<file path="src/rtl/sbsi_pkg.sv">
// Shared types, widths and helpers for the segment/box slab intersection pipeline.
// Used by every module of the block; depends on nothing.
package sbsi_pkg;

  localparam int CW   = 32;              // coordinate width
  localparam int DW   = CW + 1;          // difference width (signed)
  localparam int SQW  = 2 * DW - 1;      // square of a difference magnitude
  localparam int SUMW = SQW + 2;         // sum of three squares
  localparam int RW   = (SUMW + 1) / 2;  // square root width
  localparam int VW   = 2 * RW;          // radicand padded to an even width
  localparam int REMW = RW + 2;          // root remainder width
  localparam int PW   = DW + RW;         // distance numerator product width
  localparam int TW   = 64;              // signed distance width
  localparam int OW   = 31;              // output distance width
  localparam int DIV_LAT = PW + 1;       // divider stages: product stage plus one per quotient bit

  localparam logic signed [TW-1:0] T_SAT   = 64'sh4000_0000_0000_0000;
  localparam logic signed [TW-1:0] OUT_MAX = 64'sh0000_0000_7FFF_FFFF;

  typedef enum logic [1:0] {
    AX_DIV   = 2'd0,   // normal axis, both distances from the divider
    AX_FREE  = 2'd1,   // parallel axis, start inside the slab
    AX_BELOW = 2'd2,   // parallel axis, start below the slab
    AX_ABOVE = 2'd3    // parallel axis, start above the slab
  } axis_cls_t;

  typedef struct packed {
    logic signed [CW-1:0] start_x;
    logic signed [CW-1:0] start_y;
    logic signed [CW-1:0] start_z;
    logic signed [CW-1:0] end_x;
    logic signed [CW-1:0] end_y;
    logic signed [CW-1:0] end_z;
    logic signed [CW-1:0] box_x_min;
    logic signed [CW-1:0] box_x_max;
    logic signed [CW-1:0] box_y_min;
    logic signed [CW-1:0] box_y_max;
    logic signed [CW-1:0] box_z_min;
    logic signed [CW-1:0] box_z_max;
  } seg_t;

  typedef struct packed {
    logic          hit;
    logic [OW-1:0] entry_dist;
    logic [OW-1:0] exit_dist;
    logic          degenerate;
  } res_t;

  typedef struct packed {
    logic signed [DW-1:0] num_lo;
    logic signed [DW-1:0] num_hi;
    logic signed [DW-1:0] dir;
    axis_cls_t            cls;
  } axis_t;

  typedef struct packed {
    axis_t [2:0] ax;
  } side_t;

  function automatic logic [DW-1:0] mag(input logic signed [DW-1:0] v);
    logic [DW-1:0] m;
    m = v[DW-1] ? DW'(-v) : DW'(v);
    return m;
  endfunction

endpackage

</file>
<file path="src/rtl/sbsi_back.sv">
// Back end: signed slab distances, entry/exit reduction, saturation, result register.
// Three register stages, the last is the output register; uses sbsi_pkg.
module sbsi_back import sbsi_pkg::*; (
  input  logic                clk,
  input  logic                rst,
  input  logic                en,
  input  logic                in_vld,
  input  logic [5:0][PW-1:0]  quot,
  input  side_t               side,
  input  logic [RW-1:0]       len,
  output logic                out_vld,
  output res_t                res
);

  function automatic logic signed [TW-1:0] sdist(input logic [PW-1:0] q, input logic neg);
    logic [TW-1:0] m;
    m = (q > PW'(T_SAT)) ? T_SAT : TW'(q);
    return neg ? -m : m;
  endfunction

  logic                   v1, v2;
  logic signed [TW-1:0]   near1 [3];
  logic signed [TW-1:0]   far1  [3];
  logic [2:0]             use1;
  logic [RW-1:0]          len1;
  logic                   degen1, degen2;
  logic signed [TW-1:0]   tmin2, tmax2;

  logic signed [TW-1:0]   near_c [3];
  logic signed [TW-1:0]   far_c  [3];
  logic [2:0]             use_c;

  always_comb begin
    for (int a = 0; a < 3; a++) begin
      logic signed [TW-1:0] ta, tb;
      ta = sdist(quot[2*a],   side.ax[a].num_lo[DW-1] ^ side.ax[a].dir[DW-1]);
      tb = sdist(quot[2*a+1], side.ax[a].num_hi[DW-1] ^ side.ax[a].dir[DW-1]);
      use_c[a] = 1'b1;
      case (side.ax[a].cls)
        AX_BELOW: begin ta = T_SAT; tb = T_SAT; end
        AX_ABOVE: begin ta = -T_SAT; tb = -T_SAT; end
        AX_FREE:  use_c[a] = 1'b0;
        default:  ;
      endcase
      near_c[a] = (ta < tb) ? ta : tb;
      far_c[a]  = (ta < tb) ? tb : ta;
    end
  end

  // Unused axes fall back to the neutral bounds 0 and len.
  logic signed [TW-1:0] n_c [3];
  logic signed [TW-1:0] f_c [3];
  logic signed [TW-1:0] lenw, mx01, mx2, mn01, mn2;

  always_comb begin
    lenw = TW'(len1);
    for (int a = 0; a < 3; a++) begin
      n_c[a] = use1[a] ? near1[a] : '0;
      f_c[a] = use1[a] ? far1[a]  : lenw;
    end
    mx01 = (n_c[0] > n_c[1]) ? n_c[0] : n_c[1];
    mx2  = (n_c[2] > 0) ? n_c[2] : '0;
    mn01 = (f_c[0] < f_c[1]) ? f_c[0] : f_c[1];
    mn2  = (f_c[2] < lenw) ? f_c[2] : lenw;
  end

  always_ff @(posedge clk) begin
    if (rst) begin
      v1 <= 1'b0;
      v2 <= 1'b0;
      out_vld <= 1'b0;
    end else if (en) begin
      v1 <= in_vld;
      v2 <= v1;
      out_vld <= v2;
    end
    if (en) begin
      near1  <= near_c;
      far1   <= far_c;
      use1   <= use_c;
      len1   <= len;
      degen1 <= (len == '0);

      tmin2  <= (mx01 > mx2) ? mx01 : mx2;
      tmax2  <= (mn01 < mn2) ? mn01 : mn2;
      degen2 <= degen1;

      res.degenerate <= degen2;
      res.hit        <= !degen2 && (tmin2 <= tmax2);
      res.entry_dist <= degen2 ? '0 :
                        (tmin2 > OUT_MAX) ? OW'(OUT_MAX) : tmin2[OW-1:0];
      res.exit_dist  <= (degen2 || tmax2 < 0) ? '0 :
                        (tmax2 > OUT_MAX) ? OW'(OUT_MAX) : tmax2[OW-1:0];
    end
  end

endmodule

</file>
<file path="config.mk">
export PLATFORM = sky130hd
export DESIGN_NAME = sbsi_back
export DESIGN_NICKNAME = d
export VERILOG_FILES = /design/src/rtl/sbsi_pkg.sv /design/src/rtl/sbsi_back.sv
export SDC_FILE = /design/constraint.sdc
export NUM_CORES = 2
export LEC_CHECK = 0
export ABC_AREA = 1
export BUFFER_PORTS_ARGS = -buffer_cell sky130_fd_sc_hd__buf_4
export CAP_MARGIN = 40
export CORE_MARGIN = 1.5
export CORE_UTILIZATION = 38
export DETAILED_ROUTE_END_ITERATION = 8
export PLACE_DENSITY = 0.63
export SYNTH_ARGS = -nofsm -noshare
export SYNTH_HDL_FRONTEND = slang
export SYNTH_SLANG_ARGS = --single-unit
</file>
<file path="constraint.sdc">
create_clock -name clk -period 15.43 [get_ports clk]
set_input_delay 3.086 -clock clk [delete_from_list [all_inputs] [get_ports clk]]
set_output_delay 3.086 -clock clk [all_outputs]
set_load 0.05 [all_outputs]
</file>
==> flow_metrics.tcl <==
set metrics [dict create \
    outcome "finished, final reports clean" \
    dr.pass1.iters 7 \
    area_delta_synth_final_pct 13.19 \
    r2r_setup_slack_ps 5440 \
    post_cts_resized 0 \
    cp_data_required_time_ps 15850 \
    cts_setup_buffers 0 \
    synth_nets 10520 \
    clkTransAtPathRegs_ps 60 \
    wl_per_cell_um 21.10 \
    period_minus_slack_ps 10700 \
    io_pins 808 \
    ys_seq_area_share_pct 30.29 \
    grt_max_degree 175 \
    initial_core_util_pct 38.18 \
    port_buffers 519 \
    tightest_slew_ps 1034 \
    drive_above_1_share_pct 8.329 \
    gr-total-overflow 0 \
    clock_path_buffers 3 \
    nets 10780 \
    finalCritPeriodShare_pct 69.33 \
    synth_flop_cell "edfxtp_1" \
    ys.warnings.count 0 \
    route.vias.total 64670 \
    min_delay_path_depth 0 \
    worst-path-max-fanout 81 \
    fp.dieH_um 404.2 \
    antenna_found_initial 18 \
    r2r_start "use1[0]" \
    htreeDepth 3 \
    ant_nets 0 \
    timing.fmax_mhz 93.47 \
    fin_hold_ws_ps 426.4 \
    min_from "degen1" \
    drc 0 \
    syn_area_per_cell_um2 6.626 \
    min_to "degen2" \
    max_stage_delay_ps 670 \
    synth_area_leaders "edfxtp_1 30%, nand2_1 16%, ha_1 11%" \
    rr_worst_depth 32 \
    p_per_area_mw_per_mm2 127.7 \
    dp_hpwl_um 203100 \
    critPathLaunchType "input port" \
    core.rowCount 147 \
    final_area_mm2 0.06923 \
    dpl-instance-area_mm2 0.06681 \
    async_flop_share_pct 0 \
    fp.dieW_um 404.2 \
    drt-initial-drc-count 6926 \
    hold_class "register to register" \
    grt_use_total_pct 29.25 \
    clock_skew_ps 41.96 \
    timing_hold_violations_final 0 \
    ys_seq_elements 618 \
    yosysTopAreaCell "edfxtp_1" \
    root_buffer "clkbuf_16" \
    cts_hold_buf 0 \
    finalSetupViolCount 0 \
    routed_wl_um 247100 \
    drv_slew 0 \
    setup_tns_ps 0 \
    grt_pass1_vias 58890 \
    ir_drop_v 0.0001840 \
    netlist_area_mm2 0.06117 \
    grt_pass1_wl_um 362600 \
    slew_headroom_pct 31.08 \
    synthTopCellsByCount "2543 x nand2_1, 1075 x inv_1, 1038 x nand3_1" \
    clk_latency_ps 660 \
    worst_path_max_delay_cell "nand2_4" \
    cts_tree "yes" \
    place_congestion 0.9891 \
    via_per_inst 5.523 \
    synth_cells 9232 \
    dieArea_mm2 0.1634 \
    crit_path_end_kind "register" \
    cts_sinks 618 \
    worstSetupPathType "input port to register" \
    arrival_ps 11110 \
    yosysUniqueCellTypes 60 \
    power.leakage_nw 34.96 \
    synthDominantCellAreaShare_pct 30.19 \
    cts_buffers 73 \
    synth_edf_count 615 \
    synth.most_common_cell "nand2_1" \
    core_mm2 0.1602 \
    cap_violations 0 \
    rr_endpoint "tmin2[29]" \
    rsz0062_at_grt "no" \
    critPathMostFrequentCell "nand2_1" \
]
## worst max path at each step
stage	slack [ps]	depth (start not counted)	to	start
floorplan	7430	34	near1[15]	quot[322]
global placement	4070	27	far1[29]	quot[324]
detailed placement	4050	33	far1[79]	quot[194]
CTS	4710	33	far1[79]	quot[194]
global route	3940	34	far1[136]	quot[0]
finish	4730	33	far1[79]	quot[141]
## sequential cells by signal, summed over array words and instances (netlist names)
register and count:
v2 1, out_vld 1, use1 3, tmin2 64, v1 1, near1 192, degen2 1, res 64
len1 34, tmax2 64, degen1 1, far1 192
## routing by layer
metal	up-vias	routed length, um	global-route usage, %
met4	6	12850	13.23
met1	29960	105100	39.13
li1	31660	-	-
met2	2646	110200	46.72
met5	-	38	0
met3	401	18940	4.039
## worst max-delay path, delay by kind of cell
family	cells	cell delay [ps]
adders and majority gates	2	700
AOI/OAI and AO/OA	6	1150
buffers and inverters	4	1480
and+or+nand+nor	21	4590
## cells by family (layout without fill, tap and decap cells)
group / count (synthesis) / after routing / synth area share [%]
fa+ha+maj: 547 / 547 / 11.19
compound gates: 1246 / 1246 / 11.15
flops: 618 / 618 / 30.29
xor+xnor: 3 / 3 / 0.04296
simple gates: 5293 / 5293 / 37.50
other cells: 1 / 5 / 0.006131
buf+inv: 1524 / 1837 / 9.823
## layout make-up
| cell class | count | area, um2 |
|---|---|---|
| Fill cell | 16760 | 90970 |
| Multi-Input combinational cell | 7090 | 36740 |
| Sequential cell | 618 | 18530 |
| Timing Repair Buffer | 608 | 4726 |
| Inverter | 1096 | 4114 |
| Tap cell | 2160 | 2703 |
| Clock buffer | 84 | 1889 |
| Clock inverter | 49 | 520.5 |
| Antenna cell | 4 | 10.01 |
## report_power, final
part | internal (mW) | switching, mW | total, mW
combinational | 1.33 | 3.14 | 4.47
sequential | 2.37 | 0.211 | 2.58
clock | 1.04 | 0.746 | 1.78
total | 4.74 | 4.10 | 8.84
## cell usage in the layout, fill, tap and decap left out, drive strengths merged, types with 5 or more instances in the layout
master,Yosys,final
a211oi,44,44
a21o,5,5
o31ai,20,20
and2,70,70
or4,12,12
nand2,2558,2558
o2111ai,6,6
and3,24,24
ha,547,547
edfxtp,615,615
o21ai,493,493
nand3b,12,12
o21a,35,35
clkinv,1,28
buf,168,607
a21oi,547,547
nor3,256,256
nor4b,7,7
clkbuf,260,84
a21boi,9,9
o221ai,14,14
nor3b,13,13
a31oi,16,16
clkinvlp,0,5
inv,1095,1103
nor4,93,93
nand3,1040,1040
or2,22,22
nor2,931,931
o41ai,19,19
nand4,251,251
o211ai,22,22
bufinv,0,9
## stage by stage
stage                     util (%)  cells  total power, mW  setup slack, ps
after global routing         43.21  11710            9.417             3943
after floorplan                  -   9232            5.467             7427
final                        43.22  11710            8.838             4732
after global placement       41.48  11540            6.825             4065
after CTS                    43.21  11700            8.761             4710
after detailed placement     41.70  11570            6.971             4050
Note: power is estimated with default switching activity, not from simulation.
